$ cat src/sv/morse_letter_keyer_assert.svh
// ---------------------------------------------------------------------------
// Morse letter keyer assertion macros
// Shared concurrent assertion forms, clocked on clock and held off in reset.
// ---------------------------------------------------------------------------
`ifndef MORSE_LETTER_KEYER_ASSERT_SVH
`define MORSE_LETTER_KEYER_ASSERT_SVH

// The consequent must hold in the same cycle as the antecedent.
`define MLK_ASSERT_SAME(label, ante, cons, msg) \
   label: assert property (@(posedge clock) disable iff (reset) (ante) |-> (cons)) \
      else $error(msg);

// The consequent must hold in the cycle after the antecedent.
`define MLK_ASSERT_NEXT(label, ante, cons, msg) \
   label: assert property (@(posedge clock) disable iff (reset) (ante) |=> (cons)) \
      else $error(msg);

`endif

$ cat src/sv/mlk_pkg.sv
// ---------------------------------------------------------------------------
// Morse letter keyer package
// Codes, reset values, shared types and the letter pattern table.
// ---------------------------------------------------------------------------
package mlk_pkg;

   // Width of every timing register.
   localparam int CFG_WIDTH = 16;
   // Default width of the tick counter.
   localparam int COUNT_WIDTH_DEFAULT = 16;

   // Register reset values.
   localparam logic [CFG_WIDTH-1:0] DOT_RESET  = 16'd500;
   localparam logic [CFG_WIDTH-1:0] DASH_RESET = 16'd1500;
   localparam logic [CFG_WIDTH-1:0] GAP_RESET  = 16'd500;
   localparam logic [CFG_WIDTH-1:0] WORD_RESET = 16'd1500;

   // Register indexes.
   localparam logic [1:0] REG_DOT  = 2'd0;
   localparam logic [1:0] REG_DASH = 2'd1;
   localparam logic [1:0] REG_GAP  = 2'd2;
   localparam logic [1:0] REG_WORD = 2'd3;

   // Command codes.
   localparam logic [1:0] CMD_LETTER = 2'd0;
   localparam logic [1:0] CMD_WORD   = 2'd1;
   localparam logic [1:0] CMD_TICK   = 2'd2;
   localparam logic [1:0] CMD_UNUSED = 2'd3;

   // Status codes.
   localparam logic [1:0] ST_OK         = 2'd0;
   localparam logic [1:0] ST_BUSY       = 2'd1;
   localparam logic [1:0] ST_BAD_LETTER = 2'd2;

   // ASCII range of accepted letters.
   localparam logic [7:0] LETTER_FIRST = 8'd65;
   localparam logic [7:0] LETTER_LAST  = 8'd90;

   typedef enum logic [1:0] {
      PH_IDLE = 2'd0,
      PH_MARK = 2'd1,
      PH_GAP  = 2'd2,
      PH_WORD = 2'd3
   } phase_type;

   // Timing registers as seen by the sequencer.
   typedef struct packed {
      logic [CFG_WIDTH-1:0] dot_ticks;
      logic [CFG_WIDTH-1:0] dash_ticks;
      logic [CFG_WIDTH-1:0] gap_ticks;
      logic [CFG_WIDTH-1:0] word_ticks;
   } cfg_type;

   // One result beat.
   typedef struct packed {
      logic       key_lamp;
      logic       word_lamp;
      logic       busy_res;
      logic [1:0] status;
   } result_type;

   // Pattern per letter: high nibble is the element count, low nibble the
   // elements with bit 0 first, a set bit meaning a dash.
   function automatic logic [7:0] morse_entry(input logic [4:0] idx);
      logic [7:0] e;
      unique case (idx)
         5'd0:  e = 8'h22;
         5'd1:  e = 8'h41;
         5'd2:  e = 8'h45;
         5'd3:  e = 8'h31;
         5'd4:  e = 8'h10;
         5'd5:  e = 8'h44;
         5'd6:  e = 8'h33;
         5'd7:  e = 8'h40;
         5'd8:  e = 8'h20;
         5'd9:  e = 8'h4E;
         5'd10: e = 8'h35;
         5'd11: e = 8'h42;
         5'd12: e = 8'h23;
         5'd13: e = 8'h21;
         5'd14: e = 8'h37;
         5'd15: e = 8'h46;
         5'd16: e = 8'h4B;
         5'd17: e = 8'h32;
         5'd18: e = 8'h30;
         5'd19: e = 8'h11;
         5'd20: e = 8'h34;
         5'd21: e = 8'h48;
         5'd22: e = 8'h36;
         5'd23: e = 8'h49;
         5'd24: e = 8'h4D;
         5'd25: e = 8'h43;
         default: e = 8'h00;
      endcase
      return e;
   endfunction

endpackage

$ cat src/sv/morse_letter_keyer.sv
// ---------------------------------------------------------------------------
// Morse letter keyer
// Keys uppercase letters as Morse elements timed by tick beats, and shows an
// end-of-word signal, with lamp and status outputs per beat.
// ---------------------------------------------------------------------------
// Usage:
//   Request beats carry a command (letter, end of word, tick) and a letter.
//   Each request beat gives exactly one response beat with the lamps and
//   busy flag after that beat, and a status (ok, busy, bad letter).
//   The response is registered in the output register after the request is
//   taken; one request is taken in every cycle while req_stall is low.
//   Timing registers are written through the csr port while the block is
//   idle: 0 dot, 1 dash, 2 gap, 3 word, all in ticks.
//   Reset returns the sequencer to idle, empties the response side and loads
//   the default timings (500, 1500, 500, 1500).
//   When the receiver stalls, the response is held and one more request is
//   taken into a skid register; after that req_stall stays high until the
//   held response is taken.
// ---------------------------------------------------------------------------
module morse_letter_keyer #(
   parameter int COUNT_WIDTH = mlk_pkg::COUNT_WIDTH_DEFAULT
) (
   input  logic                          clock,
   input  logic                          reset,
   // Request channel.
   input  logic                          req_valid,
   output logic                          req_stall,
   input  logic [1:0]                    req_cmd,
   input  logic [7:0]                    req_letter,
   // Response channel.
   output logic                          rsp_valid,
   input  logic                          rsp_stall,
   output logic                          rsp_key_lamp,
   output logic                          rsp_word_lamp,
   output logic                          rsp_busy_res,
   output logic [1:0]                    rsp_status,
   // Register write port.
   input  logic                          csr_write_enable,
   input  logic [1:0]                    csr_index,
   input  logic [mlk_pkg::CFG_WIDTH-1:0] csr_write_data
);

`include "morse_letter_keyer_assert.svh"

   mlk_pkg::cfg_type    cfg_ff;
   mlk_pkg::result_type seq_result;
   mlk_pkg::result_type out_ff, out_in;
   mlk_pkg::result_type skid_ff, skid_in;
   logic                out_valid_ff, out_valid_in;
   logic                skid_valid_ff, skid_valid_in;
   logic                req_take;
   logic                out_take;
   logic                park_beat;
   logic                lamps_both;
   logic                lamp_lit;

   assign req_stall = skid_valid_ff;
   assign req_take  = req_valid && !req_stall;
   assign out_take  = out_valid_ff && !rsp_stall;

   // Timing registers.
   always_ff @(posedge clock) begin
      if (reset) begin
         cfg_ff.dot_ticks  <= mlk_pkg::DOT_RESET;
         cfg_ff.dash_ticks <= mlk_pkg::DASH_RESET;
         cfg_ff.gap_ticks  <= mlk_pkg::GAP_RESET;
         cfg_ff.word_ticks <= mlk_pkg::WORD_RESET;
      end else if (csr_write_enable) begin
         unique case (csr_index)
            mlk_pkg::REG_DOT:  cfg_ff.dot_ticks  <= csr_write_data;
            mlk_pkg::REG_DASH: cfg_ff.dash_ticks <= csr_write_data;
            mlk_pkg::REG_GAP:  cfg_ff.gap_ticks  <= csr_write_data;
            mlk_pkg::REG_WORD: cfg_ff.word_ticks <= csr_write_data;
            default:           cfg_ff.dot_ticks  <= cfg_ff.dot_ticks;
         endcase
      end
   end

   mlk_seq #(
      .COUNT_WIDTH (COUNT_WIDTH)
   ) u_seq (
      .clock  (clock),
      .reset  (reset),
      .step   (req_take),
      .cmd    (req_cmd),
      .letter (req_letter),
      .cfg    (cfg_ff),
      .result (seq_result)
   );

   // Output register with one skid entry behind it.
   always_comb begin
      out_in        = out_ff;
      skid_in       = skid_ff;
      out_valid_in  = out_valid_ff;
      skid_valid_in = skid_valid_ff;
      if (skid_valid_ff) begin
         if (out_take) begin
            out_in        = skid_ff;
            skid_valid_in = 1'b0;
         end
      end else if (req_take) begin
         if (!out_valid_ff || out_take) begin
            out_in       = seq_result;
            out_valid_in = 1'b1;
         end else begin
            skid_in       = seq_result;
            skid_valid_in = 1'b1;
         end
      end else if (out_take) begin
         out_valid_in = 1'b0;
      end
   end

   always_ff @(posedge clock) begin
      if (reset) begin
         out_valid_ff  <= 1'b0;
         skid_valid_ff <= 1'b0;
      end else begin
         out_valid_ff  <= out_valid_in;
         skid_valid_ff <= skid_valid_in;
      end
   end

   always_ff @(posedge clock) begin
      out_ff  <= out_in;
      skid_ff <= skid_in;
   end

   assign rsp_valid     = out_valid_ff;
   assign rsp_key_lamp  = out_ff.key_lamp;
   assign rsp_word_lamp = out_ff.word_lamp;
   assign rsp_busy_res  = out_ff.busy_res;
   assign rsp_status    = out_ff.status;

   // Conditions watched by the checks below.
   assign park_beat  = req_take && out_valid_ff && rsp_stall;
   assign lamps_both = out_ff.key_lamp && out_ff.word_lamp;
   assign lamp_lit   = out_valid_ff && (out_ff.key_lamp || out_ff.word_lamp);

   // Checks on the response buffering and the result encoding.
   `MLK_ASSERT_SAME(a_skid_behind_out, skid_valid_ff, out_valid_ff, "skid full, output empty")
   `MLK_ASSERT_NEXT(a_stalled_take_fills_skid, park_beat, skid_valid_ff, "beat not parked")
   `MLK_ASSERT_SAME(a_lamps_exclusive, out_valid_ff, !lamps_both, "both lamps lit")
   `MLK_ASSERT_SAME(a_lamp_means_busy, lamp_lit, out_ff.busy_res, "lamp lit while not busy")

endmodule

$ cat src/sv/mlk_seq.sv
// ---------------------------------------------------------------------------
// Morse letter keyer sequencer
// Holds phase, pattern, element count and tick counter, and works out the
// state and result that one accepted beat leads to.
// ---------------------------------------------------------------------------
module mlk_seq #(
   parameter int COUNT_WIDTH = mlk_pkg::COUNT_WIDTH_DEFAULT
) (
   input  logic                 clock,
   input  logic                 reset,
   input  logic                 step,
   input  logic [1:0]           cmd,
   input  logic [7:0]           letter,
   input  mlk_pkg::cfg_type     cfg,
   output mlk_pkg::result_type  result
);

   mlk_pkg::phase_type     phase_ff, phase_in;
   logic [3:0]             pattern_ff, pattern_in;
   logic [2:0]             elements_ff, elements_in;
   logic [COUNT_WIDTH-1:0] tick_ff, tick_in;
   logic [1:0]             status;
   logic [7:0]             entry;
   logic [7:0]             letter_offset;
   logic                   letter_bad;

   // A duration wider than the counter saturates to its largest value.
   function automatic logic [COUNT_WIDTH-1:0] load_count(
      input logic [mlk_pkg::CFG_WIDTH-1:0] v
   );
      logic [mlk_pkg::CFG_WIDTH-1:0] upper;
      upper = v >> COUNT_WIDTH;
      if (upper != '0) begin
         return '1;
      end
      return COUNT_WIDTH'(v);
   endfunction

   // Letter decode and table lookup.
   assign letter_offset = letter - mlk_pkg::LETTER_FIRST;
   assign letter_bad    = (letter < mlk_pkg::LETTER_FIRST) ||
                          (letter > mlk_pkg::LETTER_LAST);
   assign entry         = mlk_pkg::morse_entry(letter_offset[4:0]);

   // Next state for one beat.
   always_comb begin
      phase_in    = phase_ff;
      pattern_in  = pattern_ff;
      elements_in = elements_ff;
      tick_in     = tick_ff;
      status      = mlk_pkg::ST_OK;
      if (step) begin
         unique case (cmd)
            mlk_pkg::CMD_LETTER, mlk_pkg::CMD_WORD: begin
               if (phase_ff != mlk_pkg::PH_IDLE) begin
                  status = mlk_pkg::ST_BUSY;
               end else if (cmd == mlk_pkg::CMD_WORD) begin
                  phase_in = mlk_pkg::PH_WORD;
                  tick_in  = load_count(cfg.word_ticks);
               end else if (letter_bad) begin
                  status = mlk_pkg::ST_BAD_LETTER;
               end else begin
                  pattern_in  = entry[3:0];
                  elements_in = entry[6:4];
                  phase_in    = mlk_pkg::PH_MARK;
                  tick_in     = load_count(entry[0] ? cfg.dash_ticks : cfg.dot_ticks);
               end
            end
            mlk_pkg::CMD_TICK: begin
               if (phase_ff != mlk_pkg::PH_IDLE) begin
                  if (tick_ff > COUNT_WIDTH'(1)) begin
                     tick_in = tick_ff - COUNT_WIDTH'(1);
                  end else if (phase_ff == mlk_pkg::PH_MARK) begin
                     // Element done: drop it and go dark.
                     pattern_in  = pattern_ff >> 1;
                     elements_in = elements_ff - 3'd1;
                     phase_in    = mlk_pkg::PH_GAP;
                     tick_in     = load_count(cfg.gap_ticks);
                  end else if (phase_ff == mlk_pkg::PH_GAP && elements_ff != 3'd0) begin
                     phase_in = mlk_pkg::PH_MARK;
                     tick_in  = load_count(pattern_ff[0] ? cfg.dash_ticks
                                                         : cfg.dot_ticks);
                  end else begin
                     phase_in    = mlk_pkg::PH_IDLE;
                     pattern_in  = '0;
                     elements_in = '0;
                     tick_in     = '0;
                  end
               end
            end
            mlk_pkg::CMD_UNUSED: begin
               status = mlk_pkg::ST_OK;
            end
            default: begin
               status = mlk_pkg::ST_OK;
            end
         endcase
      end
   end

   // Result shows the state after the beat.
   always_comb begin
      result.key_lamp  = (phase_in == mlk_pkg::PH_MARK);
      result.word_lamp = (phase_in == mlk_pkg::PH_WORD);
      result.busy_res  = (phase_in != mlk_pkg::PH_IDLE);
      result.status    = status;
   end

   // State registers.
   always_ff @(posedge clock) begin
      if (reset) begin
         phase_ff    <= mlk_pkg::PH_IDLE;
         pattern_ff  <= '0;
         elements_ff <= '0;
         tick_ff     <= '0;
      end else begin
         phase_ff    <= phase_in;
         pattern_ff  <= pattern_in;
         elements_ff <= elements_in;
         tick_ff     <= tick_in;
      end
   end

endmodule

$ cat config.mk
export PLATFORM = sky130hd
export DESIGN_NAME = morse_letter_keyer
export DESIGN_NICKNAME = d
export VERILOG_FILES = /design/src/sv/mlk_pkg.sv /design/src/sv/morse_letter_keyer.sv /design/src/sv/mlk_seq.sv
export VERILOG_INCLUDE_DIRS = /design/src /design/src/sv
export SDC_FILE = /design/constraint.sdc
export NUM_CORES = 1
export LEC_CHECK = 0
export BUFFER_PORTS_ARGS = -buffer_cell sky130_fd_sc_hd__buf_4
export CORE_MARGIN = 4
export CORE_UTILIZATION = 41
export CTS_CLUSTER_DIAMETER = 100
export DETAILED_ROUTE_END_ITERATION = 8
export PLACE_DENSITY = 0.61
export SETUP_SLACK_MARGIN = 0.4
export SLEW_MARGIN = 20
export SYNTH_ARGS = -nofsm -noshare
export SYNTH_HDL_FRONTEND = slang
export SYNTH_HIERARCHICAL = 1
export SYNTH_SLANG_ARGS = --single-unit
$ cat constraint.sdc
create_clock -name clock -period 6 [get_ports clock]
set_input_delay 0.3 -clock clock [delete_from_list [all_inputs] [get_ports clock]]
set_output_delay 0.3 -clock clock [all_outputs]
set_load 0.01 [all_outputs]
==> results.md <==
Setup path:
- The nature of the critical path endpoint is a flop.
- Traced cell by cell, the critical path runs through buf_4 -> inv_1 -> ha_1 -> nor3b_1 -> xnor2_1 -> a21oi_2 -> a22oi_4 -> mux2_2 -> o221ai_1 -> a21oi_1.
- For this design, the slowest cell found on the critical path is sky130_fd_sc_hd__a22oi_4.
- Grouping stages by cell kind, the critical path spends the most delay in compound AO/OA/AOI/OAI gates.
- The worst setup path is of the primary input to flop kind.
- The largest fanout of any net on the critical path is 18.
- For this run, the slowest stage of the critical path takes 0.66 ns.
- Together, buffers and inverters on the worst path number 2.
- The launch point of the worst reg-to-reg path is u_seq/tick_ff[0]$_SDFFE_PP0P_.
- The type of origin of the critical path is a primary input.
- In this run the worst setup path begins at req_letter[0].
- The critical path data arrival time is 3.47 ns.
- Data on the critical path is required at its endpoint by 6.24 ns.

Detailed routing:
- The number of optimization iterations in the first detailed-route pass is 5.
- The detail route stage leaves a number of antenna-violating nets equal to 0.
- The aggregate routed wire length is 14.8 mm.
- The number of remaining DRC errors is 0.
- The detailed-route vias per instance is 5.76.
- In the final routed layout, each cell accounts on average for 17.3 um.
- The initial DRC count is 471.
- The detailed-route via count is 4915.

Flow run:
- The number of max-cap violations is 0.

STA:
- Setup repair after global routing left no endpoint under its margin.
- The minimum period implied by the final worst setup slack is 3.22 ns.
- Measured against its own limit, the worst slew margin works out to 36.7%.
- The maximum clock skew at final layout is 0.0122 ns.
- The final-report max-slew violation count is 0.
- The final clock period utilization by the worst path is 53.7%.
- Final hold analysis gives a worst-case slack of 0.241 ns.
- For the pin with the worst max-slew slack, the measured transition is 0.948 ns.
- Summed over all failing endpoints, the final setup total negative slack is 0 ns.
- For this run, the top clock speed supported by timing is 310 MHz.
- Setup violations remaining at the end of the flow were counted as 0.
- The final count of hold timing violations came to 0.

Clock tree:
- The number of H-tree levels is 3.
- In this run, CTS created clock tree buffers numbering 9.
- The clock edge transition at the registers on the reported setup and hold paths is 0.08 ns.
- The number of clock sinks is 101.
- The post-cts resize count is 0.
- The clock passes through at most 2 buffers.
- The root buffer cell is sky130_fd_sc_hd__clkbuf_16.
- The number of setup buffers added after CTS is 0.
- The count of hold-fix buffers inserted at cts is 0.
- TritonCTS built the clock tree.
- The insertion delay to the later sink of the worst-skew pair is 0.36 ns.

Floorplan:
- The width of the die is 128 um.
- The top-level port count is 40.
- Row generation in the floorplan step produced 43 rows.
- The vertical die dimension is 128 um.
- The floorplan step defined a die boundary enclosing 16300 um2.
- The core region is 13900 um2.
- The effective utilization at floorplan is 42.1%.

Global routing:
- The via count of the first global-routing pass is 4828.
- The number of antenna violations at the first check in global routing is 0.
- Entering global routing, the biggest net connects 102 pins.
- The first-pass GRT wire length is 24.2 mm.
- The remaining global-route overflow is 0.
- The total track usage is 18.3%.

Place:
- The count of buffers inserted at the top-level ports is 39.
- The HPWL after detailed placement is 9.78 mm.
- At the end of routability-driven placement, the weighted congestion stood at 0.861.
- The cell area after placement is 6220 um2.

Worst hold path:
- The worst hold path belongs to the class primary input to flop.
- In this run the most critical hold path is launched from csr_write_data[2].

Synthesis:
- The predominant post-synthesis flop cell is sky130_fd_sc_hd__dfxtp_1.
- The net count after synthesis is 700.
- Synthesis produced a netlist whose cell count is 657.
- The number of warnings printed during yosys synthesis is 6.
- The post-synthesis cell type with the largest combined area is sky130_fd_sc_hd__dfxtp_1.
- The flop and latch count out of synthesis is 101.
- Ranked by total cell area, the synthesized netlist is headed by sky130_fd_sc_hd__dfxtp_1 31%, sky130_fd_sc_hd__mux2i_1 13%, sky130_fd_sc_hd__nand2b_1 6.2%.
- The proportion of synthesized flip-flops having asynchronous set or reset is 0%.
- In this run, synthesis inferred 10 flip-flops with an integrated enable.
- The area share of the leading cell type in the synthesized netlist is 31.0%.
- Dividing the synthesized area by the synthesized cell count gives 8.93 um2.
- The share of the Yosys chip area taken by registers is 36.2%.
- The synthesized netlist occupies a cell area of 5870 um2.
- The unique cell type count in the Yosys netlist is 68.

Run status:
- The flow ran to the end, and the final reports show no timing, DRC or antenna violations.

Layout:
- The count of nets after finishing is 711.
- The final non-filler cell area is 6500 um2.
- The repair_antennas step left the layout with diodes totalling 0.
- The utilization of the core after routing is 46.7%.
- From synthesis to final layout, the design area changed by 10.8%.
- The share of final-layout standard cells stronger than drive strength 1 is 15.5%.

Power and ir drop:
- For this design the ratio of total power to cell area is 264 nW/um2.
- The worst-case IR drop observed on VDD is 0.219 mV.
- The analysis attributes to cell leakage a power of 2.69 nW.
[Yosys cell counts, types with 3 or more instances]
library cell,count
sky130_fd_sc_hd__a221oi_1,15
sky130_fd_sc_hd__and3_1,4
sky130_fd_sc_hd__edfxtp_1,10
sky130_fd_sc_hd__a21oi_1,40
sky130_fd_sc_hd__ha_1,10
sky130_fd_sc_hd__nor2b_1,5
sky130_fd_sc_hd__nor3_1,12
sky130_fd_sc_hd__clkbuf_1,30
sky130_fd_sc_hd__nor2_1,72
sky130_fd_sc_hd__inv_1,17
sky130_fd_sc_hd__nand3b_1,3
sky130_fd_sc_hd__o211ai_1,7
sky130_fd_sc_hd__buf_6,3
sky130_fd_sc_hd__nor3b_1,4
sky130_fd_sc_hd__o21ai_0,27
sky130_fd_sc_hd__dfxtp_1,91
sky130_fd_sc_hd__buf_2,9
sky130_fd_sc_hd__nand2_1,31
sky130_fd_sc_hd__xor2_1,7
sky130_fd_sc_hd__a31oi_1,9
sky130_fd_sc_hd__o221ai_1,9
sky130_fd_sc_hd__mux2_2,31
sky130_fd_sc_hd__a22oi_1,3
sky130_fd_sc_hd__a211oi_1,5
sky130_fd_sc_hd__a21o_1,4
sky130_fd_sc_hd__nand3_1,12
sky130_fd_sc_hd__nand2b_1,58
sky130_fd_sc_hd__mux2i_1,75
sky130_fd_sc_hd__xnor2_1,6
[layout make-up]
type,count,area (um2)
sequential,101,2120
inverter,17,63.8
timing repair buffer,45,338
fill,1316,7430
tap,180,225
clock buffer,12,256
clock inverter,4,30.0
multi-input combinational,494,3470
[kinds of logic (layout without fill, tap and decap cells)]
| family | count (synthesis) | after routing | share of synthesized area, % |
|---|---|---|---|
| simple gates | 217 | 217 | 18.8 |
| fa+ha+maj | 10 | 10 | 2.13 |
| mux | 107 | 107 | 18.9 |
| flops | 101 | 101 | 36.2 |
| compound gates | 147 | 147 | 17.3 |
| buf+inv | 62 | 78 | 4.75 |
| xor+xnor | 13 | 13 | 1.94 |
[registers in the layout (all words and copies together) (netlist names)]
register           flops
u_seq/tick_ff         16
skid_ff                5
rsp_busy_res           1
req_stall              1
rsp_key_lamp           1
rsp_status             2
rsp_valid              1
u_seq/phase_ff         2
rsp_word_lamp          1
u_seq/elements_ff      3
cfg_ff                64
u_seq/pattern_ff       4
[through the flow]
step	cells	setup WS (ns)	total power, mW
after floorplan	657	3.21	1.05
after global placement	837	2.58	1.15
after CTS	853	2.84	1.73
final	853	2.78	1.72
after global routing	853	2.62	1.81
after detailed placement	837	2.46	1.16
[power breakdown]
group,internal (mW),total (mW),switching [mW]
Combinational,0.171,0.406,0.235
Sequential,0.716,0.743,0.0270
Clock,0.307,0.568,0.261
[layer usage]
layer / GRT usage, % / vias up / share of wire (%)
li1: - / 2399 / -
met1: 23.7 / 2345 / 46
met2: 29.9 / 143 / 47
met3: 4.47 / 28 / 5.0
met4: 6.62 / 0 / 2.1
met5: 0 / - / 0
[worst reg2reg max path, stage by stage, from the launching register on]
cell and delay, ns:
sky130_fd_sc_hd__dfxtp_1 0.37, sky130_fd_sc_hd__inv_1 0.08, sky130_fd_sc_hd__ha_1 0.33, sky130_fd_sc_hd__o21ai_0 0.25, sky130_fd_sc_hd__or3_1 0.65, sky130_fd_sc_hd__o21a_1 0.29, sky130_fd_sc_hd__a311oi_2 0.32, sky130_fd_sc_hd__nand2_1 0.11
sky130_fd_sc_hd__mux2_2 0.27
[path summary, 6_finish.rpt]
kind / endpoint / slack, ns / cells after the start
setup reg to reg: rsp_busy_res$_DFFE_PP_ / 3.08 / 8
setup / recovery: u_seq/tick_ff[13]$_SDFFE_PP0P_ / 2.78 / 10
hold reg to reg: u_seq/pattern_ff[3]$_SDFFE_PP0P_ / 0.46 / 2
hold / removal: cfg_ff[50]$_SDFFE_PP1P_ / 0.24 / 3
[cells in the final DEF (no fill, tap or decap), types with 3 or more instances in the layout]
cell type / Yosys / routed
sky130_fd_sc_hd__a211oi_1: 5 / 5
sky130_fd_sc_hd__a21o_1: 4 / 4
sky130_fd_sc_hd__a21oi_1: 40 / 40
sky130_fd_sc_hd__a221oi_1: 15 / 15
sky130_fd_sc_hd__a22oi_1: 3 / 3
sky130_fd_sc_hd__a31oi_1: 9 / 9
sky130_fd_sc_hd__and3_1: 4 / 4
sky130_fd_sc_hd__buf_4: 0 / 45
sky130_fd_sc_hd__clkbuf_16: 0 / 9
sky130_fd_sc_hd__dfxtp_1: 91 / 91
sky130_fd_sc_hd__edfxtp_1: 10 / 10
sky130_fd_sc_hd__ha_1: 10 / 10
sky130_fd_sc_hd__inv_1: 17 / 17
sky130_fd_sc_hd__mux2_2: 31 / 31
sky130_fd_sc_hd__mux2i_1: 75 / 75
sky130_fd_sc_hd__nand2_1: 31 / 31
sky130_fd_sc_hd__nand2b_1: 58 / 58
sky130_fd_sc_hd__nand3_1: 12 / 12
sky130_fd_sc_hd__nand3b_1: 3 / 3
sky130_fd_sc_hd__nor2_1: 72 / 72
sky130_fd_sc_hd__nor2b_1: 5 / 5
sky130_fd_sc_hd__nor3_1: 12 / 12
sky130_fd_sc_hd__nor3b_1: 4 / 4
sky130_fd_sc_hd__o211ai_1: 7 / 7
sky130_fd_sc_hd__o21ai_0: 27 / 27
sky130_fd_sc_hd__o221ai_1: 9 / 9
sky130_fd_sc_hd__xnor2_1: 6 / 6
sky130_fd_sc_hd__xor2_1: 7 / 7
Note: power is estimated with default switching activity, not from simulation.
